===== src/hdl/pcsb_pkg.sv =====
// ---------------------------------------------------------------------------
// pcsb_pkg
// Types, constants and tables shared by the point cloud scan binner.
// ---------------------------------------------------------------------------
`default_nettype none

package pcsb_pkg;

    localparam int BIN_IDX_W     = 6;
    localparam int SQ_W          = 27;
    localparam int ANG_LIMIT     = 8575;
    localparam int BIN_WIDTH_Q20 = 18093;
    // floor(2^35 / 18093); quotient low by at most one, fixed by one compare
    localparam int RECIP         = 1899062;
    localparam int RECIP_SHIFT   = 35;
    localparam int EMPTY_EXTRA   = 1000;
    localparam int EMPTY_RESET   = 36000000;
    localparam int RANGE_SAT     = 8191;

    localparam logic       REQ_POINT = 1'b0;
    localparam logic       REQ_COUNT = 1'b1;

    localparam logic       CMD_POINT = 1'b0;
    localparam logic       CMD_COUNT = 1'b1;

    localparam logic [2:0] CFG_MIN_HEIGHT  = 3'd0;
    localparam logic [2:0] CFG_MAX_HEIGHT  = 3'd1;
    localparam logic [2:0] CFG_RANGE_MIN   = 3'd2;
    localparam logic [2:0] CFG_RANGE_MAX   = 3'd3;
    localparam logic [2:0] CFG_MIN_VISIBLE = 3'd4;

    typedef struct packed {
        logic              req_type;
        logic signed [15:0] point_x;
        logic signed [15:0] point_y;
        logic signed [15:0] point_z;
        logic              point_invalid;
        logic              last_point;
        logic [15:0]       visible_count;
    } in_t;

    typedef struct packed {
        logic [5:0]  bin_index;
        logic [12:0] bin_range_mm;
        logic        last_bin;
    } out_t;

    typedef struct packed {
        logic signed [15:0] min_height_mm;
        logic signed [15:0] max_height_mm;
        logic [12:0]        range_min_mm;
        logic [12:0]        range_max_mm;
        logic [15:0]        min_visible;
    } cfg_t;

    typedef struct packed {
        logic                 kind;
        logic                 keep;
        logic                 last;
        logic [BIN_IDX_W-1:0] bin;
        logic [SQ_W-1:0]      rsq;
        logic [15:0]          count;
    } cmd_t;

    // atan(2^-i) in Q2.14 radians
    function automatic logic [13:0] atan_q14(input logic [4:0] i);
        logic [13:0] r;
        unique case (i)
            5'd0:    r = 14'd12868;
            5'd1:    r = 14'd7596;
            5'd2:    r = 14'd4014;
            5'd3:    r = 14'd2037;
            5'd4:    r = 14'd1023;
            5'd5:    r = 14'd512;
            5'd6:    r = 14'd256;
            5'd7:    r = 14'd128;
            5'd8:    r = 14'd64;
            5'd9:    r = 14'd32;
            5'd10:   r = 14'd16;
            5'd11:   r = 14'd8;
            5'd12:   r = 14'd4;
            5'd13:   r = 14'd2;
            5'd14:   r = 14'd1;
            default: r = 14'd0;
        endcase
        return r;
    endfunction

endpackage

`default_nettype wire


===== src/hdl/pcsb_fifo.sv =====
// ---------------------------------------------------------------------------
// pcsb_fifo
// Short command queue between the classifier and the bin store.
// ---------------------------------------------------------------------------
`default_nettype none

module pcsb_fifo #(
    parameter int DEPTH = 4
) (
    input  wire logic          aclk,
    input  wire logic          aresetn,
    input  wire logic          push,
    input  wire pcsb_pkg::cmd_t push_data,
    output logic               full,
    input  wire logic          pop,
    output pcsb_pkg::cmd_t     pop_data,
    output logic               empty
);

    localparam int AW = (DEPTH > 1) ? $clog2(DEPTH) : 1;
    localparam int CW = $clog2(DEPTH + 1);

    pcsb_pkg::cmd_t slot_reg [DEPTH];
    logic [AW-1:0]  wr_ptr_reg;
    logic [AW-1:0]  rd_ptr_reg;
    logic [CW-1:0]  count_reg;

    assign full     = (count_reg == CW'(DEPTH));
    assign empty    = (count_reg == '0);
    assign pop_data = slot_reg[rd_ptr_reg];

    always_ff @(posedge aclk) begin
        if (!aresetn) begin
            wr_ptr_reg <= '0;
            rd_ptr_reg <= '0;
            count_reg  <= '0;
        end else begin
            if (push && !full) begin
                slot_reg[wr_ptr_reg] <= push_data;
                wr_ptr_reg <= (wr_ptr_reg == AW'(DEPTH - 1)) ? '0 : wr_ptr_reg + 1'b1;
            end
            if (pop && !empty) begin
                rd_ptr_reg <= (rd_ptr_reg == AW'(DEPTH - 1)) ? '0 : rd_ptr_reg + 1'b1;
            end
            count_reg <= count_reg + CW'(push && !full) - CW'(pop && !empty);
        end
    end

endmodule

`default_nettype wire


===== config.mk =====
export PLATFORM = sky130hd
export DESIGN_NAME = pcsb_fifo
export DESIGN_NICKNAME = d
export VERILOG_FILES = /design/src/hdl/pcsb_pkg.sv /design/src/hdl/pcsb_fifo.sv
export SDC_FILE = /design/constraint.sdc
export NUM_CORES = 1
export LEC_CHECK = 0
export BUFFER_PORTS_ARGS = -buffer_cell sky130_fd_sc_hd__buf_2
export CAP_MARGIN = 20
export CORE_ASPECT_RATIO = 1.2
export CORE_MARGIN = 2
export CORE_UTILIZATION = 51
export DETAILED_ROUTE_END_ITERATION = 6
export PLACE_DENSITY = 0.76
export SLEW_MARGIN = 0
export SYNTH_ARGS = -nofsm -noshare
export SYNTH_HDL_FRONTEND = slang
export SYNTH_SLANG_ARGS = --single-unit

===== constraint.sdc =====
create_clock -name aclk -period 2.45 [get_ports aclk]
set_input_delay 0.49 -clock aclk [delete_from_list [all_inputs] [get_ports aclk]]
set_output_delay 0.49 -clock aclk [all_outputs]
set_load 0.02 [all_outputs]

==> metrics.sh <==
N_ANTENNA_CELL=0
SLEW_HEADROOM_PCT=67.0
CTS_SETUP_BUFFERS=0
CRITICAL_PATH_BUF_INV_COUNT=2
CRITICAL_PATH.STARTPOINT_TYPE='register'
VDD.IR_DROP.WORST_mV=0.604
GRT_SETUP_UNREPAIRED='no'
HTREE_LEVELS=1
CTS_ROOT_BUF='clkbuf_16'
CTS_NUM_SINKS=217
PLACED_CELL_AREA_UM2=8840
MET2ROUTEDLENGTH_MM=7.33
CTS.CLK_SLEW.WORST_PATHS_NS=0.06
LARGEST_REGISTER_FF_COUNT=208
SYNTH_XOR_XNOR_AREA_SHARE_PCT=0.218
FLOORPLAN.INITIALDENSITY_PCT=51.9
WORST_PATH_LARGEST_CELL_DELAY_NS=0.60
DIE-AREA_UM2=16800
PERIOD_MINUS_SLACK_NS=2.36
CORE_OUTLINE_AREA_UM2=15500
SYNTH_SEQUENTIAL_AREA_RATIO_PCT=79.8
PORT_BUFFERS=109
PATH_TYPE_OF_THE_WORST_MIN_DELAY_PATH='in -> reg'
HOLD-PATH-ENDPOINT='slot_reg[3][42]'
CHIPWIDTH_UM=119
CTS-ROOT-TO-SINK-BUFFERS=3
SYNTH_SIMPLE_GATE_AREA_SHARE_PCT=1.34
WORST_SETUP_PATH_END_KIND='output pin'
DRT-MET1-WL_MM=5.33
CTS_INSERTED_BUFFERS=20
OVERFLOW=0
ROUTED-VIA-COUNT=3609
MAX_SLEW.WORST_PIN.SLEW_NS=0.491
YOSYS_WARNINGS=0
AVGVIACOUNTPERCELL=5.35
REGTOREGSETUPSLACK_NS=0.21
PRECTSSETUPSLACK_NS=0.172
FILLCELLCOUNT=1141
FINAL_NET_COUNT=519
WORST_R2R_PATH_DEPTH=8
SYN2LAYOUT_AREA_GROWTH_PCT=17.0
SYNTH-SEQ-CELLS=217
SYNTHADDERAREAFRAC_PCT=1.34
POST-ROUTE-PERIOD-UTIL_PCT=96.3
POST-ROUTE-WORST-SETUP-SLACK_NS=0.0900
LEAKAGE_nW=3.19
GLOBAL_ROUTE_WIRE_LENGTH_BEFORE_REPAIR_MM=21.0
REPORT.FINAL.HOLD_VIOL_COUNT=0
MEAN_SYN_CELL_AREA_UM2=24.8
ROUTE.MET3.WL_UM=634
CTS-HOLD-FIX-BUFFERS=0
GRT_START_MAX_NET_PINS=28
FIN_SKEW_NS=0.00989
SETUP_VIOL=0
DRT_ITER0_MARKERS=196
NUMBER_OF_ROUTED_NETS_WITH_ANTENNA_VIOLATIONS=0
DRC_ERRORS=0
MAPPEDNETLISTAREA_UM2=8050
SYNTH_CELL_TYPES=25
SYNTH-COMPOUND-AREA-SHARE_PCT=0.218
SYNTH_NET_COUNT=389
MAXCLOCKFREQUENCY_MHz=424
CRIT_PATH_ARRIVAL_TIME_NS=1.87
CRITPATHREQUIREDTIME_NS=1.96
DRT_PRE_ANTENNA_ITERS=4
FINALHOLDWORSTSLACK_NS=0.227
SYNTH.AREA.MUX_SHARE_PCT=14.9
POWER.DENSITY_nW_PER_UM2=975
TOP_LAYER_USED='met5'
STDCELL_AREA_UM2=9420
CPMAXSTAGEDELAYCELL='mux4_1'
CLK-INSERTION-DELAY-LATE_NS=0.48
SLEW_VIOL_FINAL=0
DRIVE_ABOVE_1_SHARE_PCT=43.3
DRT-TOTAL-WL_MM=13.6
DPL_HPWL_MM=8.37
WHS_PATH_DEPTH=1
CRIT_PATH_CELLS='buf_12 -> mux4_1 -> buf_2'
LARGEST_FAMILY_OF_LOGIC_CELLS_BY_SYNTHESIZED_AREA='multiplexers'
CRITICAL_PATH.REG2REG.ENDPOINT='count_reg[2]'
LAYOUT.CELLS.MOST_COMMON='edfxtp_1'
ANTENNA_VIOLATIONS_BEFORE_REPAIR=1
DIEHEIGHT_UM=142
CRITICALPATHCATEGORY='reg -> out'
GRT.TOTAL_USAGE_PCT=16.4
WL_PER_CELL_UM=20.1
DESIGN.PORTCOUNT=110
ROWS=50
MAX_CAP_VIOLATIONS=0
CRITPATHMAXFANOUT=26
STATUS='completed'
NUMBER_OF_GLOBAL_ROUTE_VIAS_BEFORE_REPAIR=3892
FINAL.SETUP.TNS_NS=0
TIMING.RR.START='count_reg[1]'
SYNTH_CELLS=325
HOLD_PATH.STARTPOINT='push_data[42]'
CP_TOP_FAMILY='multiplexers'
CTS-RESIZED-GATES=0
PLACE_CONGESTION=0.674
FINAL_CELL_MIX='edfxtp_1 (208), buf_2 (109), mux4_2 (50)'
TRITONCTS='yes'
## worst max path at each step
stage / from / to / cells past startpoint
after floorplan: count_reg[2] / count_reg[2] / 10
after global routing: register / pop_data[40] / 3
after CTS: register / pop_data[44] / 3
after global placement: count_reg[1] / count_reg[2] / 8
final: register / pop_data[44] / 3
after detailed placement: count_reg[1] / count_reg[2] / 8
## worst reg2reg max path: cells and delay by family, from the launching register on
family | cells | cell delay, ns
compound gates | 1 | 0.49
xor+xnor | 1 | 0.14
fa+ha+maj | 3 | 0.87
buf+inv | 2 | 0.14
flops | 1 | 0.36
simple gates | 1 | 0.15
## stage by stage
stage	total power, mW	cells	utilization, %
3_5_place_dp	6.58	641	57.0
5_1_grt	9.55	674	60.7
3_3_place_gp	6.52	641	57.0
2_1_floorplan	6.02	325	-
6_report	9.18	674	60.7
4_1_cts	9.33	674	60.7
## Yosys cell counts
library cell  instances  area share (%)
edfxtp_1            208              78
mux4_2               50              14
dfxtp_1               9             2.2
ha_1                  7             1.1
inv_1                 7            0.33
nand2_1               6            0.28
buf_12                5             1.2
buf_2                 5            0.31
and3_1                4            0.31
and2_1                3            0.23
clkbuf_1              2           0.093
mux2i_1               2            0.25
mux4_1                2            0.65
nand3_1               2            0.12
nor2_1                2           0.093
o21ai_0               2            0.12
buf_6                 1            0.14
clkbuf_2              1           0.062
fa_1                  1            0.25
nor2b_1               1           0.078
nor3_1                1           0.062
nor3b_2               1            0.16
o31ai_1               1           0.093
xnor2_1               1            0.11
xor2_1                1            0.11
## power by group
part	total [mW]	internal, mW	switching (mW)
combinational	2.03	0.892	1.14
sequential	4.41	4.33	0.0877
clock	2.73	1.56	1.17
## kinds of logic (layout without fill, tap and decap cells)
family	after synthesis	in the layout
xor gates and xnor gates	2	2
buffers and inverters	21	162
AOI/OAI and AO/OA	3	3
and+or+nand+nor	20	20
DFF	217	217
muxes	54	54
adders and majority gates	8	8
## routing by layer
layer | GRT usage, % | vias to the layer above
met4 | 5.08 | 2
met3 | 3.01 | 20
met5 | 0 | -
met2 | 29.8 | 91
met1 | 19.9 | 1872
li1 | - | 1624
## layout make-up
cell class                 count  area (um2)  area share [%]
timing repair buffer         122         668            7.10
multi-input combinational     87        1450            15.4
clock inverter                 5        23.8           0.252
sequential                   217        6430            68.3
tap                          208         260            2.76
inverter                       7        26.3           0.279
clock buffer                  28         552            5.86
(Power assumes the default switching activity.)
