`src/hdl/pcsb_pkg.sv`:
```
// ---------------------------------------------------------------------------
// pcsb_pkg
// Types, constants and tables shared by the point cloud scan binner.
// ---------------------------------------------------------------------------
`default_nettype none

package pcsb_pkg;

    localparam int BIN_IDX_W     = 6;
    localparam int SQ_W          = 27;
    localparam int ANG_LIMIT     = 8575;
    localparam int BIN_WIDTH_Q20 = 18093;
    // floor(2^35 / 18093); quotient low by at most one, fixed by one compare
    localparam int RECIP         = 1899062;
    localparam int RECIP_SHIFT   = 35;
    localparam int EMPTY_EXTRA   = 1000;
    localparam int EMPTY_RESET   = 36000000;
    localparam int RANGE_SAT     = 8191;

    localparam logic       REQ_POINT = 1'b0;
    localparam logic       REQ_COUNT = 1'b1;

    localparam logic       CMD_POINT = 1'b0;
    localparam logic       CMD_COUNT = 1'b1;

    localparam logic [2:0] CFG_MIN_HEIGHT  = 3'd0;
    localparam logic [2:0] CFG_MAX_HEIGHT  = 3'd1;
    localparam logic [2:0] CFG_RANGE_MIN   = 3'd2;
    localparam logic [2:0] CFG_RANGE_MAX   = 3'd3;
    localparam logic [2:0] CFG_MIN_VISIBLE = 3'd4;

    typedef struct packed {
        logic              req_type;
        logic signed [15:0] point_x;
        logic signed [15:0] point_y;
        logic signed [15:0] point_z;
        logic              point_invalid;
        logic              last_point;
        logic [15:0]       visible_count;
    } in_t;

    typedef struct packed {
        logic [5:0]  bin_index;
        logic [12:0] bin_range_mm;
        logic        last_bin;
    } out_t;

    typedef struct packed {
        logic signed [15:0] min_height_mm;
        logic signed [15:0] max_height_mm;
        logic [12:0]        range_min_mm;
        logic [12:0]        range_max_mm;
        logic [15:0]        min_visible;
    } cfg_t;

    typedef struct packed {
        logic                 kind;
        logic                 keep;
        logic                 last;
        logic [BIN_IDX_W-1:0] bin;
        logic [SQ_W-1:0]      rsq;
        logic [15:0]          count;
    } cmd_t;

    // atan(2^-i) in Q2.14 radians
    function automatic logic [13:0] atan_q14(input logic [4:0] i);
        logic [13:0] r;
        unique case (i)
            5'd0:    r = 14'd12868;
            5'd1:    r = 14'd7596;
            5'd2:    r = 14'd4014;
            5'd3:    r = 14'd2037;
            5'd4:    r = 14'd1023;
            5'd5:    r = 14'd512;
            5'd6:    r = 14'd256;
            5'd7:    r = 14'd128;
            5'd8:    r = 14'd64;
            5'd9:    r = 14'd32;
            5'd10:   r = 14'd16;
            5'd11:   r = 14'd8;
            5'd12:   r = 14'd4;
            5'd13:   r = 14'd2;
            5'd14:   r = 14'd1;
            default: r = 14'd0;
        endcase
        return r;
    endfunction

endpackage

`default_nettype wire

```
`src/hdl/pcsb_front.sv`:
```
// ---------------------------------------------------------------------------
// pcsb_front
// Classifier: window tests, squared range, CORDIC angle and bin number.
// ---------------------------------------------------------------------------
`default_nettype none

module pcsb_front #(
    parameter int NUM_BINS     = 61,
    parameter int CORDIC_STEPS = 14
) (
    input  wire logic          aclk,
    input  wire logic          aresetn,
    input  wire logic          s_valid,
    output logic               s_ready,
    input  wire pcsb_pkg::in_t s_data,
    input  wire pcsb_pkg::cfg_t cfg,
    output logic               cmd_push,
    output pcsb_pkg::cmd_t     cmd_data,
    input  wire logic          cmd_full
);

    localparam logic [2:0] F_IDLE = 3'd0;
    localparam logic [2:0] F_SQ   = 3'd1;
    localparam logic [2:0] F_CHK  = 3'd2;
    localparam logic [2:0] F_ROT  = 3'd3;
    localparam logic [2:0] F_ANG  = 3'd4;
    localparam logic [2:0] F_FIX  = 3'd5;
    localparam logic [2:0] F_PUSH = 3'd6;

    localparam logic signed [17:0] ANG_MAX = 18'(pcsb_pkg::ANG_LIMIT);
    localparam logic signed [17:0] ANG_MIN = -ANG_MAX;
    localparam int                 BW      = pcsb_pkg::BIN_IDX_W;

    logic [2:0]          state_reg;
    pcsb_pkg::in_t       item_reg;
    logic [30:0]         sqx_reg;
    logic [30:0]         sqz_reg;
    logic [25:0]         rmin_sq_reg;
    logic                keep_reg;
    logic [26:0]         rsq_reg;
    logic signed [28:0]  cx_reg;
    logic signed [28:0]  cy_reg;
    logic signed [17:0]  acc_reg;
    logic [4:0]          step_reg;
    logic [14:0]         off_reg;
    logic [41:0]         prod_reg;
    logic [BW-1:0]       bin_reg;

    logic signed [31:0]  px_sq;
    logic signed [31:0]  pz_sq;
    logic signed [16:0]  h;
    logic signed [16:0]  hmin;
    logic signed [16:0]  hmax;
    logic [31:0]         rsq;
    logic                plane_ok;
    logic                keep_chk;
    logic signed [28:0]  dx;
    logic signed [28:0]  dy;
    logic signed [17:0]  atan_ext;
    logic signed [17:0]  ang;
    logic signed [17:0]  ang_off;
    logic [6:0]          q0;
    logic [21:0]         rem;
    logic [6:0]          q1;
    logic [6:0]          q_clamp;

    always_comb begin
        px_sq    = item_reg.point_x * item_reg.point_x;
        pz_sq    = item_reg.point_z * item_reg.point_z;
        h        = -$signed({item_reg.point_y[15], item_reg.point_y});
        hmin     = $signed({cfg.min_height_mm[15], cfg.min_height_mm});
        hmax     = $signed({cfg.max_height_mm[15], cfg.max_height_mm});
        rsq      = {1'b0, sqx_reg} + {1'b0, sqz_reg};
        plane_ok = !item_reg.point_z[15]
                   && !((item_reg.point_z == '0) && (item_reg.point_x != '0));
        keep_chk = !item_reg.point_invalid && (h >= hmin) && (h <= hmax)
                   && (rsq >= {6'b0, rmin_sq_reg}) && plane_ok
                   && (rsq[31:27] == '0);
        dx       = cy_reg >>> step_reg;
        dy       = cx_reg >>> step_reg;
        atan_ext = $signed({4'b0, pcsb_pkg::atan_q14(step_reg)});
        ang      = -acc_reg;
        ang_off  = ang + ANG_MAX;
        q0       = prod_reg[41:pcsb_pkg::RECIP_SHIFT];
        rem      = {1'b0, off_reg, 6'b0} - 22'(22'(q0) * 22'(pcsb_pkg::BIN_WIDTH_Q20));
        q1       = q0 + 7'(rem >= 22'(pcsb_pkg::BIN_WIDTH_Q20));
        q_clamp  = (q1 > 7'(NUM_BINS - 1)) ? 7'(NUM_BINS - 1) : q1;
    end

    assign s_ready  = (state_reg == F_IDLE);
    assign cmd_push = (state_reg == F_PUSH) && !cmd_full;

    always_comb begin
        cmd_data.kind  = (item_reg.req_type == pcsb_pkg::REQ_COUNT)
                         ? pcsb_pkg::CMD_COUNT : pcsb_pkg::CMD_POINT;
        cmd_data.keep  = keep_reg;
        cmd_data.last  = item_reg.last_point;
        cmd_data.bin   = bin_reg;
        cmd_data.rsq   = rsq_reg;
        cmd_data.count = item_reg.visible_count;
    end

    always_ff @(posedge aclk) begin
        if (!aresetn) begin
            state_reg <= F_IDLE;
        end else begin
            unique case (state_reg)
                F_IDLE: begin
                    if (s_valid) begin
                        item_reg  <= s_data;
                        state_reg <= F_SQ;
                    end
                end
                F_SQ: begin
                    sqx_reg     <= 31'(px_sq);
                    sqz_reg     <= 31'(pz_sq);
                    rmin_sq_reg <= 26'(cfg.range_min_mm) * 26'(cfg.range_min_mm);
                    keep_reg    <= 1'b0;
                    state_reg   <= (item_reg.req_type == pcsb_pkg::REQ_COUNT) ? F_PUSH : F_CHK;
                end
                F_CHK: begin
                    keep_reg  <= keep_chk;
                    rsq_reg   <= rsq[26:0];
                    cx_reg    <= {{3{item_reg.point_z[15]}}, item_reg.point_z, 10'b0};
                    cy_reg    <= {{3{item_reg.point_x[15]}}, item_reg.point_x, 10'b0};
                    acc_reg   <= '0;
                    step_reg  <= '0;
                    state_reg <= keep_chk ? F_ROT : F_PUSH;
                end
                F_ROT: begin
                    // rotate toward the x axis; a zero vector keeps acc at zero
                    if (item_reg.point_x == '0 && item_reg.point_z == '0) begin
                        state_reg <= F_ANG;
                    end else begin
                        if (!cy_reg[28]) begin
                            cx_reg  <= cx_reg + dx;
                            cy_reg  <= cy_reg - dy;
                            acc_reg <= acc_reg + atan_ext;
                        end else begin
                            cx_reg  <= cx_reg - dx;
                            cy_reg  <= cy_reg + dy;
                            acc_reg <= acc_reg - atan_ext;
                        end
                        step_reg <= step_reg + 1'b1;
                        if (step_reg == 5'(CORDIC_STEPS - 1)) begin
                            state_reg <= F_ANG;
                        end
                    end
                end
                F_ANG: begin
                    off_reg  <= ang_off[14:0];
                    prod_reg <= 42'({ang_off[14:0], 6'b0}) * 42'(pcsb_pkg::RECIP);
                    if (ang < ANG_MIN || ang > ANG_MAX) begin
                        keep_reg  <= 1'b0;
                        state_reg <= F_PUSH;
                    end else begin
                        state_reg <= F_FIX;
                    end
                end
                F_FIX: begin
                    bin_reg   <= BW'(q_clamp);
                    state_reg <= F_PUSH;
                end
                F_PUSH: begin
                    if (!cmd_full) begin
                        state_reg <= F_IDLE;
                    end
                end
                default: state_reg <= F_IDLE;
            endcase
        end
    end

endmodule

`default_nettype wire

```
`config.mk`:
```
export PLATFORM = sky130hd
export DESIGN_NAME = pcsb_front
export DESIGN_NICKNAME = d
export VERILOG_FILES = /design/src/hdl/pcsb_pkg.sv /design/src/hdl/pcsb_front.sv
export SDC_FILE = /design/constraint.sdc
export NUM_CORES = 2
export LEC_CHECK = 0
export CAP_MARGIN = 20
export CORE_MARGIN = 2
export CORE_UTILIZATION = 57
export DETAILED_ROUTE_END_ITERATION = 8
export DONT_BUFFER_PORTS = 1
export PLACE_DENSITY = 0.72
export SLEW_MARGIN = 20
export SYNTH_ARGS = -nofsm -noshare
export SYNTH_HDL_FRONTEND = slang
export SYNTH_SLANG_ARGS = --single-unit
```
`constraint.sdc`:
```
create_clock -name aclk -period 10.4 [get_ports aclk]
set_clock_uncertainty 0.05 [all_clocks]
set_input_delay 2.08 -clock aclk [delete_from_list [all_inputs] [get_ports aclk]]
set_output_delay 2.08 -clock aclk [all_outputs]
set_load 0.005 [all_outputs]
```
==> flow_summary_export.csv <==
group,metric,value,unit
clock_network,htree_levels,2,
clock_network,holdBufCountCts,0,
logic_synthesis,synthSimpleGateAreaFrac,11.64,%
logic_synthesis,synthTopCellsByArea,"fa_1, edfxtp_1, ha_1",
timing,finalCriticalPeriod,9.681,ns
grt,antenna_found_initial,3,
logic_synthesis,ys_seq_area_share,17.37,%
logic_synthesis,synthXorXnorAreaFrac,5.060,%
timing,tns,0,ns
logic_synthesis,synth_top_cell_by_area,"fa_1",
detailed_routing,wl_per_cell,19.50,um
logic_synthesis,postSynth.asyncResetShare,0,%
floorplanning,rows,110,
placement,hpwl,101300,um
logic_synthesis,ys_seq_elements,306,
grt,grt.total_usage,27.81,%
logic_synthesis,synth_edf_count,289,
setup_path,arrival,9.99,ns
setup_path,path_common_cell,"inv_1",
detailed_routing,viasPerCell,5.825,
timing,rsz0062_at_grt,"no",
logic_synthesis,synth_adder_area_share,41.61,%
logic_synthesis,synth_common_cells,"inv_1, fa_1, ha_1",
logic_synthesis,synth_compound_area_share,10.34,%
setup_path,cp_max_fo,8,
detailed_routing,drtIter0Drc,2747,
floorplanning,die_area,93540,sq um
clock_network,cts_buffers,42,
clock_network,clockRootBuffer,"clkbuf_16",
timing,setup_viol,0,
floorplanning,dieWidth,305.8,um
setup_path,cpPeakStageDelay,0.64,ns
finish,diodes,0,
logic_synthesis,synth_top_area_share,27.18,%
logic_synthesis,ys_warn_count,0,
setup_path,critical_path_buf_inv_count,7,
detailed_routing,vias,37770,
job,maxCapViolations,0,
logic_synthesis,synth_fp_nets,6805,
grt,grt_max_degree,70,
logic_synthesis,synth_top_family_by_area,"adder cells",
clock_network,cts_tree,"built",
detailed_routing,ant_nets,0,
finish,drive_gt1_share,4.371,%
clock_network,clock-sinks,306,
floorplanning,die_y,305.8,um
placement,port_buffers,0,
setup_path,critical_path_class,"register to register",
placement,gp_congestion,0.9421,
floorplanning,start_util,57.61,%
clock_network,postCtsSetupBuffers,0,
timing,timing.fmax,103.3,MHz
clock_network,path_clk_slew,0.06,ns
finish,fin_area,54130,sq um
detailed_routing,firstDrtPassIters,6,
grt,grt_pass1_wl,205800,um
clock_network,clk_latency,0.61,ns
detailed_routing,drt_wl_total,126500,um
timing,final_hold_viol_count,0,
logic_synthesis,synthCells,5356,
floorplanning,io_pins,199,
setup_path,crit_path_top_delay_cell,"or4b_2",
timing,max_slew_margin,24.23,%
logic_synthesis,synth_cell_types,99,
setup_path,end_kind,"register",
logic_synthesis,syn_area_per_cell,9.696,sq um
finish,layout.nets,6724,
setup_path,start_kind,"register",
setup_path,cp.required,10.71,ns
clock_network,clock_path_buffers,3,
logic_synthesis,synth_area,51930,sq um
timing,finalCritPeriodShare,93.09,%
clock_network,cts_resized,0,
detailed_routing,drc,0,
grt,gr-total-overflow,0,
finish,area_delta_synth_final,4.243,%
grt,grt_pass1_vias,39060,
finish,largest_reg_flops,50,
logic_synthesis,synthMuxAreaShare,4.424,%
logic_synthesis,post-synth-top-count-cell,"inv_1",
floorplanning,fp.coreArea,90150,sq um
timing,tightest_slew,1.137,ns
outcome,outcome,"complete, no violations",
setup_path,cpLargestDelayFamily,"adder cells",
finish,fillerInstances,7670,
placement,dpl_cell_area,52820,sq um
timing,slew_viol_final,0,
logic_synthesis,synth_flop_cell,"edfxtp_1",
worst_hold_path,hold_class,"register to register",
placed cells by master, fill, tap and decap left out, types with 60 or more instances in the layout:
cell type | Yosys | final
inv_1 | 1057 | 1055
fa_1 | 705 | 705
ha_1 | 599 | 599
nand2_1 | 374 | 373
edfxtp_1 | 289 | 289
nor2_1 | 284 | 284
a21oi_1 | 248 | 248
xnor2_1 | 206 | 206
o21ai_0 | 189 | 189
and2_1 | 156 | 155
xor2_1 | 94 | 94
nor3_1 | 89 | 88
a21o_1 | 84 | 84
nand3_1 | 60 | 60
per-layer routing:
metal | vias to the layer above | track usage (%) | share of wire (%)
met5 | - | 0 | 0
li1 | 17540 | - | -
met4 | 0 | 8.260 | 3.0
met1 | 18790 | 36.09 | 42
met3 | 244 | 4.210 | 6.6
met2 | 1193 | 48.25 | 49
layout make-up:
class | instances | area [sq um] | area share (%)
multi-input combinational | 3816 | 37970 | 70.15
sequential | 306 | 9019 | 16.66
inverter | 1060 | 3980 | 7.352
tap | 1176 | 1471 | 2.718
clock buffer | 45 | 1062 | 1.962
timing repair buffer | 49 | 380.4 | 0.7026
clock inverter | 32 | 247.7 | 0.4576
worst reg2reg max path: cells and delay by family, from the launching register on:
family,cells,cell delay [ns]
AND/OR/NAND/NOR,5,1.31
buffers and inverters,7,0.73
flip-flops,1,0.52
adder cells (fa/ha/maj),8,3.57
XOR/XNOR,3,0.68
AO/OA/AOI/OAI,8,2.58
final timing paths:
kind,startpoint,endpoint,slack [ns],depth (start not counted)
max,acc_reg[0],prod_reg[41],0.72,31
min,sqx_reg[0],rsq_reg[1],0.57,1
min reg2reg,sqx_reg[0],rsq_reg[1],0.57,1
max reg2reg,acc_reg[0],prod_reg[41],0.72,31
logic make-up after synthesis:
family,Yosys count
adder cells (fa/ha/maj),1304
AND/OR/NAND/NOR,1238
buffers and inverters,1234
AO/OA/AOI/OAI,843
flip-flops,306
XOR/XNOR,300
multiplexers,131
through the flow:
step	hold slack, ns	worst slack, ns	util [%]	std cells
CTS	0.5749	0.5104	60.04	6484
global route	0.5786	0.1389	60.05	6484
global placement	0.5367	0.7409	58.59	6407
detailed placement	0.5511	0.5472	58.59	6407
finish	0.5652	0.7187	60.05	6484
floorplan	0.4338	1.811	-	5356
Power is left out: the tool's default activity adds up to more than one toggle a clock period on the data nets, which glitch-free logic cannot reach.
