**src/hdl/pcsb_pkg.sv**
```systemverilog
// ---------------------------------------------------------------------------
// pcsb_pkg
// Types, constants and tables shared by the point cloud scan binner.
// ---------------------------------------------------------------------------
`default_nettype none

package pcsb_pkg;

    localparam int BIN_IDX_W     = 6;
    localparam int SQ_W          = 27;
    localparam int ANG_LIMIT     = 8575;
    localparam int BIN_WIDTH_Q20 = 18093;
    // floor(2^35 / 18093); quotient low by at most one, fixed by one compare
    localparam int RECIP         = 1899062;
    localparam int RECIP_SHIFT   = 35;
    localparam int EMPTY_EXTRA   = 1000;
    localparam int EMPTY_RESET   = 36000000;
    localparam int RANGE_SAT     = 8191;

    localparam logic       REQ_POINT = 1'b0;
    localparam logic       REQ_COUNT = 1'b1;

    localparam logic       CMD_POINT = 1'b0;
    localparam logic       CMD_COUNT = 1'b1;

    localparam logic [2:0] CFG_MIN_HEIGHT  = 3'd0;
    localparam logic [2:0] CFG_MAX_HEIGHT  = 3'd1;
    localparam logic [2:0] CFG_RANGE_MIN   = 3'd2;
    localparam logic [2:0] CFG_RANGE_MAX   = 3'd3;
    localparam logic [2:0] CFG_MIN_VISIBLE = 3'd4;

    typedef struct packed {
        logic              req_type;
        logic signed [15:0] point_x;
        logic signed [15:0] point_y;
        logic signed [15:0] point_z;
        logic              point_invalid;
        logic              last_point;
        logic [15:0]       visible_count;
    } in_t;

    typedef struct packed {
        logic [5:0]  bin_index;
        logic [12:0] bin_range_mm;
        logic        last_bin;
    } out_t;

    typedef struct packed {
        logic signed [15:0] min_height_mm;
        logic signed [15:0] max_height_mm;
        logic [12:0]        range_min_mm;
        logic [12:0]        range_max_mm;
        logic [15:0]        min_visible;
    } cfg_t;

    typedef struct packed {
        logic                 kind;
        logic                 keep;
        logic                 last;
        logic [BIN_IDX_W-1:0] bin;
        logic [SQ_W-1:0]      rsq;
        logic [15:0]          count;
    } cmd_t;

    // atan(2^-i) in Q2.14 radians
    function automatic logic [13:0] atan_q14(input logic [4:0] i);
        logic [13:0] r;
        unique case (i)
            5'd0:    r = 14'd12868;
            5'd1:    r = 14'd7596;
            5'd2:    r = 14'd4014;
            5'd3:    r = 14'd2037;
            5'd4:    r = 14'd1023;
            5'd5:    r = 14'd512;
            5'd6:    r = 14'd256;
            5'd7:    r = 14'd128;
            5'd8:    r = 14'd64;
            5'd9:    r = 14'd32;
            5'd10:   r = 14'd16;
            5'd11:   r = 14'd8;
            5'd12:   r = 14'd4;
            5'd13:   r = 14'd2;
            5'd14:   r = 14'd1;
            default: r = 14'd0;
        endcase
        return r;
    endfunction

endpackage

`default_nettype wire

```
**src/hdl/pcsb_ram.sv**
```systemverilog
// ---------------------------------------------------------------------------
// pcsb_ram
// Generic single-write, single-read RAM with registered read data.
// ---------------------------------------------------------------------------
`default_nettype none

module pcsb_ram #(
    parameter int WIDTH = 27,
    parameter int DEPTH = 61
) (
    input  wire logic                     aclk,
    input  wire logic                     we,
    input  wire logic [$clog2(DEPTH)-1:0] waddr,
    input  wire logic [WIDTH-1:0]         wdata,
    input  wire logic [$clog2(DEPTH)-1:0] raddr,
    output logic      [WIDTH-1:0]         rd_data
);

    logic [WIDTH-1:0] mem_reg [DEPTH];

    always_ff @(posedge aclk) begin
        if (we) begin
            mem_reg[waddr] <= wdata;
        end
        rd_data <= mem_reg[raddr];
    end

endmodule

`default_nettype wire

```
**src/hdl/pcsb_back.sv**
```systemverilog
// ---------------------------------------------------------------------------
// pcsb_back
// Bin store: nearest-range update, end-of-cloud square root and emission.
// ---------------------------------------------------------------------------
`default_nettype none

module pcsb_back #(
    parameter int NUM_BINS = 61
) (
    input  wire logic           aclk,
    input  wire logic           aresetn,
    input  wire logic           cmd_empty,
    output logic                cmd_pop,
    input  wire pcsb_pkg::cmd_t cmd_data,
    input  wire pcsb_pkg::cfg_t cfg,
    output logic                m_valid,
    input  wire logic           m_ready,
    output pcsb_pkg::out_t      m_data
);

    localparam logic [2:0] B_IDLE = 3'd0;
    localparam logic [2:0] B_DISP = 3'd1;
    localparam logic [2:0] B_UPD  = 3'd2;
    localparam logic [2:0] B_END  = 3'd3;
    localparam logic [2:0] B_LOAD = 3'd4;
    localparam logic [2:0] B_SQRT = 3'd5;
    localparam logic [2:0] B_OUT  = 3'd6;

    localparam int AW = $clog2(NUM_BINS);
    localparam int SW = pcsb_pkg::SQ_W;

    logic [2:0]          state_reg;
    pcsb_pkg::cmd_t      cmd_reg;
    logic [15:0]         vis_reg;
    logic [NUM_BINS-1:0] valid_reg;
    logic [SW-1:0]       empty_reg;
    logic [AW-1:0]       idx_reg;
    logic [SW-1:0]       v_reg;
    logic [SW-1:0]       res_reg;
    logic [SW-1:0]       bit_reg;
    logic                m_valid_reg;
    pcsb_pkg::out_t      m_data_reg;

    logic [AW-1:0]       raddr;
    logic [SW-1:0]       rd_data;
    logic [AW-1:0]       cmd_bin;
    logic [SW-1:0]       cur_upd;
    logic [SW-1:0]       cur_load;
    logic                we;
    logic [SW:0]         trial;
    logic [13:0]         empty_mm;
    logic                out_free;
    logic                last_idx;

    assign cmd_bin  = cmd_reg.bin[AW-1:0];
    assign cur_upd  = valid_reg[cmd_bin] ? rd_data : empty_reg;
    assign cur_load = valid_reg[idx_reg] ? rd_data : empty_reg;
    assign trial    = {1'b0, res_reg} + {1'b0, bit_reg};
    assign empty_mm = 14'(cfg.range_max_mm) + 14'(pcsb_pkg::EMPTY_EXTRA);
    assign out_free = !m_valid_reg || m_ready;
    assign last_idx = (idx_reg == AW'(NUM_BINS - 1));
    assign we       = (state_reg == B_UPD) && (cmd_reg.rsq < cur_upd);
    assign cmd_pop  = (state_reg == B_IDLE) && !cmd_empty;
    assign m_valid  = m_valid_reg;
    assign m_data   = m_data_reg;

    always_comb begin
        unique case (state_reg)
            B_DISP:  raddr = cmd_bin;
            B_OUT:   raddr = idx_reg + 1'b1;
            default: raddr = '0;
        endcase
    end

    pcsb_ram #(
        .WIDTH (SW),
        .DEPTH (NUM_BINS)
    ) u_bins (
        .aclk    (aclk),
        .we      (we),
        .waddr   (cmd_bin),
        .wdata   (cmd_reg.rsq),
        .raddr   (raddr),
        .rd_data (rd_data)
    );

    always_ff @(posedge aclk) begin
        if (!aresetn) begin
            state_reg   <= B_IDLE;
            vis_reg     <= '0;
            valid_reg   <= '0;
            empty_reg   <= SW'(pcsb_pkg::EMPTY_RESET);
            m_valid_reg <= 1'b0;
        end else begin
            // load a new beat, or drop the current one once taken
            if (state_reg == B_OUT && out_free) begin
                m_valid_reg <= 1'b1;
            end else if (m_ready) begin
                m_valid_reg <= 1'b0;
            end
            unique case (state_reg)
                B_IDLE: begin
                    if (!cmd_empty) begin
                        cmd_reg   <= cmd_data;
                        state_reg <= B_DISP;
                    end
                end
                B_DISP: begin
                    if (cmd_reg.kind == pcsb_pkg::CMD_COUNT) begin
                        vis_reg   <= cmd_reg.count;
                        state_reg <= B_IDLE;
                    end else if (cmd_reg.keep) begin
                        state_reg <= B_UPD;
                    end else begin
                        state_reg <= cmd_reg.last ? B_END : B_IDLE;
                    end
                end
                B_UPD: begin
                    if (we) begin
                        valid_reg[cmd_bin] <= 1'b1;
                    end
                    state_reg <= cmd_reg.last ? B_END : B_IDLE;
                end
                B_END: begin
                    idx_reg <= '0;
                    if (vis_reg >= cfg.min_visible) begin
                        state_reg <= B_LOAD;
                    end else begin
                        // suppressed scan: drop the bins back to the empty marker
                        valid_reg <= '0;
                        empty_reg <= SW'(empty_mm) * SW'(empty_mm);
                        state_reg <= B_IDLE;
                    end
                end
                B_LOAD: begin
                    v_reg     <= cur_load;
                    res_reg   <= '0;
                    bit_reg   <= SW'(1) << (SW - 1);
                    state_reg <= B_SQRT;
                end
                B_SQRT: begin
                    if ({1'b0, v_reg} >= trial) begin
                        v_reg   <= v_reg - trial[SW-1:0];
                        res_reg <= (res_reg >> 1) + bit_reg;
                    end else begin
                        res_reg <= res_reg >> 1;
                    end
                    bit_reg <= bit_reg >> 2;
                    if (bit_reg == SW'(1)) begin
                        state_reg <= B_OUT;
                    end
                end
                B_OUT: begin
                    if (out_free) begin
                        m_data_reg.bin_index    <= 6'(idx_reg);
                        m_data_reg.bin_range_mm <= (res_reg > SW'(pcsb_pkg::RANGE_SAT))
                                                   ? 13'(pcsb_pkg::RANGE_SAT) : res_reg[12:0];
                        m_data_reg.last_bin     <= last_idx;
                        if (last_idx) begin
                            valid_reg <= '0;
                            empty_reg <= SW'(empty_mm) * SW'(empty_mm);
                            state_reg <= B_IDLE;
                        end else begin
                            idx_reg   <= idx_reg + 1'b1;
                            state_reg <= B_LOAD;
                        end
                    end
                end
                default: state_reg <= B_IDLE;
            endcase
        end
    end

endmodule

`default_nettype wire

```
**config.mk**
```make
export PLATFORM = sky130hd
export DESIGN_NAME = pcsb_back
export DESIGN_NICKNAME = d
export VERILOG_FILES = /design/src/hdl/pcsb_pkg.sv /design/src/hdl/pcsb_ram.sv /design/src/hdl/pcsb_back.sv
export SDC_FILE = /design/constraint.sdc
export NUM_CORES = 2
export LEC_CHECK = 0
export BUFFER_PORTS_ARGS = -buffer_cell sky130_fd_sc_hd__buf_4
export CAP_MARGIN = 30
export CORE_MARGIN = 3
export CORE_UTILIZATION = 45
export CTS_BUF_LIST = sky130_fd_sc_hd__clkbuf_16
export CTS_CLUSTER_SIZE = 16
export DETAILED_ROUTE_END_ITERATION = 10
export SETUP_SLACK_MARGIN = 0.15
export SYNTH_ARGS = -nofsm -noshare
export SYNTH_HDL_FRONTEND = slang
export SYNTH_SLANG_ARGS = --single-unit
```
**constraint.sdc**
```tcl
create_clock -name aclk -period 17.3 [get_ports aclk]
set_input_delay 0.865 -clock aclk [delete_from_list [all_inputs] [get_ports aclk]]
set_output_delay 0.865 -clock aclk [all_outputs]
set_load 0.02 [all_outputs]
```
==> flow_metrics.tcl <==
set metrics [dict create \
    routed_via_density 5.769 \
    ctsHoldBuffers 0 \
    syn_inst 7141 \
    fin_crit_sh_pct 48.70 \
    async_reset_ff_share_pct 0 \
    placedCellCount 9463 \
    htree_levels 4 \
    antenna_found_initial 10 \
    synth.area.mux_share_pct 1.343 \
    synth_edf_count 1793 \
    top_usage_layer "met2" \
    drc 0 \
    die_x_um 443.1 \
    cts_buffers 197 \
    worst_hold_path.num_cells 1 \
    cts_tree "yes" \
    gp_congestion 0.8496 \
    firstDrtPassIters 5 \
    synth.avg_cell_area_um2 12.04 \
    ys.flop_type "edfxtp_1" \
    grt_usage_pct 23.68 \
    leakage_nw 34.77 \
    finalCriticalPeriod_ps 8424 \
    start_util_pct 45.53 \
    r2r_start "cmd_bin[0]" \
    gr-total-overflow 0 \
    fp.dieH_um 443.1 \
    rows 159 \
    worst_slew_pin_slew_ps 1115 \
    synth-seq-cells 1927 \
    hold_viol_final 0 \
    setup.worst_path.start_class "primary input" \
    final-max-slew-violation-count 0 \
    mostFrequentLayoutCells "nand2_1 (1870), edfxtp_1 (1793), nand3_1 (862), inv_1 (254), a311oi_1 (244)" \
    rsz0062_at_grt "false" \
    crit_fanout 9 \
    met3_usage_pct 3.513 \
    root_buffer "clkbuf_16" \
    die_area_um2 196300 \
    grt_util_met2_pct 39.55 \
    drtIter0Drc 5498 \
    grt_max_degree 143 \
    synth-xor-area-share_pct 1.009 \
    crit_type "primary input to register" \
    wl_per_cell_um 24.16 \
    rrSetupSlack_ps 9440 \
    drive_gt1_share_pct 9.616 \
    setup_violations 0 \
    synth-simple-area-share_pct 16.52 \
    yosys_warnings 0 \
    cts_setup_buffers 0 \
    critPathArrivalTime_ps 9050 \
    syn_nets 7572 \
    hold_path.class "primary input to register" \
    finalNonFillerCells 9839 \
    area_growth_pct 12.78 \
    cp-end-kind "register" \
    cts.sinks 1927 \
    reg2reg_to "u_bins.mem_reg[29][14]" \
    seq_area_frac_synth_pct 65.75 \
    hold_end "cmd_reg[23]" \
    peakVddDrop_mv 0.1461 \
    clkLatencyLatePin_ps 860 \
    required_ps 17920 \
    hold_start "cmd_data[23]" \
    syn_area_um2 85970 \
    clock_path_buffers 3 \
    grt_first_pass_wirelength_um 351500 \
    synth_cell_types 84 \
    grt_pass1_vias 54770 \
    whs_ps 194.9 \
    synth_top_family_by_area "simple AND/OR/NAND/NOR gates" \
    routed_wl_um 237700 \
    port_buffers 106 \
    final.setup.tns_ps 0 \
    hpwl_um 135600 \
    synth_fa_ha_area_share_pct 5.420 \
    core_um2 188800 \
    maxCapViolations 0 \
    ant_nets 0 \
    reg2reg_depth 17 \
    startpoint "cfg[21]" \
    use_met1_pct 31.16 \
    maxSlewHeadroom_pct 25.20 \
    via_count 56760 \
    clkTransAtPathRegs_ps 60 \
    p_per_area_nw_per_um2 119.5 \
    synth_compound_area_share_pct 6.889 \
    largest_register_ff_count 1647 \
    postCtsResizedCells 0 \
    nets 7607 \
    clock_skew_ps 89.92 \
    final_common_cell "nand2_1" \
    outcome "finished, final reports clean" \
    pin_count 152 \
    max_freq_mhz 118.7 \
]
cell usage after synthesis, drive strengths merged, types with 4 or more instances:
master / number / area share [%]
mux4: 23 / 0.61
xnor2: 45 / 0.46
and2: 50 / 0.37
o21a: 6 / 0.052
a22oi: 11 / 0.096
and4: 5 / 0.051
or3: 16 / 0.12
nand3: 863 / 5.0
clkinv: 4 / 0.017
dfxtp: 134 / 3.1
mux2: 7 / 0.092
a311oi: 244 / 2.5
nor4: 9 / 0.073
xor2: 54 / 0.55
a31oi: 79 / 0.58
fa: 119 / 2.8
ha: 182 / 2.6
buf: 118 / 0.73
or2: 16 / 0.12
a31o: 6 / 0.061
a21o: 41 / 0.36
a21boi: 23 / 0.20
edfxtp: 1793 / 63
o21bai: 7 / 0.061
and3: 124 / 0.90
clkbuf: 325 / 1.4
a21oi: 140 / 0.83
o31ai: 14 / 0.12
mux2i: 55 / 0.64
nand2b: 26 / 0.19
inv: 206 / 0.90
nor2: 158 / 0.70
nor2b: 29 / 0.21
o21ai: 158 / 0.92
a221oi: 12 / 0.12
a211oi: 69 / 0.60
o211ai: 7 / 0.061
nand4: 19 / 0.21
a2111oi: 6 / 0.068
nand2: 1870 / 8.2
nor3: 27 / 0.16
nand4b: 5 / 0.12
layout make-up:
class | instances | area, µm²
flip-flops and latches | 1927 | 56520
clock inverters | 167 | 1565
inverters | 210 | 788.3
fillers | 15990 | 91840
diodes | 2 | 5.005
repair buffers | 279 | 2665
multi-input cells | 4561 | 27330
clock buffers | 198 | 4955
well taps | 2495 | 3122
layer usage:
metal / vias to the layer above / wire [µm]
li1: 26020 / -
met1: 28310 / 96930
met2: 2001 / 115300
met3: 429 / 15860
met4: 0 / 9576
met5: - / 0
how the worst max path moves through the flow:
| stage | end | slack, ps | cells past startpoint |
|---|---|---|---|
| final | empty_reg[25] | 8880 | 25 |
| after global placement | empty_reg[25] | 8270 | 25 |
| after floorplan | empty_reg[25] | 9500 | 25 |
| after CTS | empty_reg[25] | 9030 | 25 |
| after detailed placement | empty_reg[25] | 8220 | 25 |
| after global routing | empty_reg[25] | 8510 | 25 |
metrics by stage:
step	util, %	setup slack [ps]	total power, mW	area (µm²)
finish	51.36	8876	11.59	96960
global route	51.35	8514	12.12	96950
CTS	51.33	9027	11.67	96900
detailed placement	47.87	8219	7.433	90380
global placement	47.48	8268	7.408	89640
floorplan	-	9503	6.779	85970
worst max-delay path, cell delays in order:
cell and delay [ps]:
buf_4 130, or4_1 570, a211oi_1 380, xor2_1 680, clkinv_1 590, nand2_1 270, inv_1 90, fa_1 590
fa_1 490, fa_1 510, fa_1 500, fa_1 490, inv_1 50, fa_1 500, inv_1 40, ha_1 360
nand3_1 130, a211oi_1 380, nor2_1 100, o21ai_0 500, a21o_1 230, a2111oi_0 100, nor3_1 240, xnor2_1 150
o211ai_1 100
cell families (layout without fill, tap and decap cells):
logic type               after synthesis  after routing
AND/OR/NAND/NOR                     3227           3227
buffers and inverters                653            854
XOR/XNOR                              99             99
other                                  1              3
flip-flops                          1927           1927
AO/OA/AOI/OAI                        848            848
adder cells (fa/ha/maj)              301            301
multiplexers                          85             85
where the power goes:
part           leakage (nW)  switching (mW)  total [mW]  internal, mW
Sequential             17.2          0.0305        5.13          5.10
Combinational          14.3            1.37        2.20         0.835
Clock                  3.34            1.85        4.26          2.41
(Power assumes the default switching activity.)
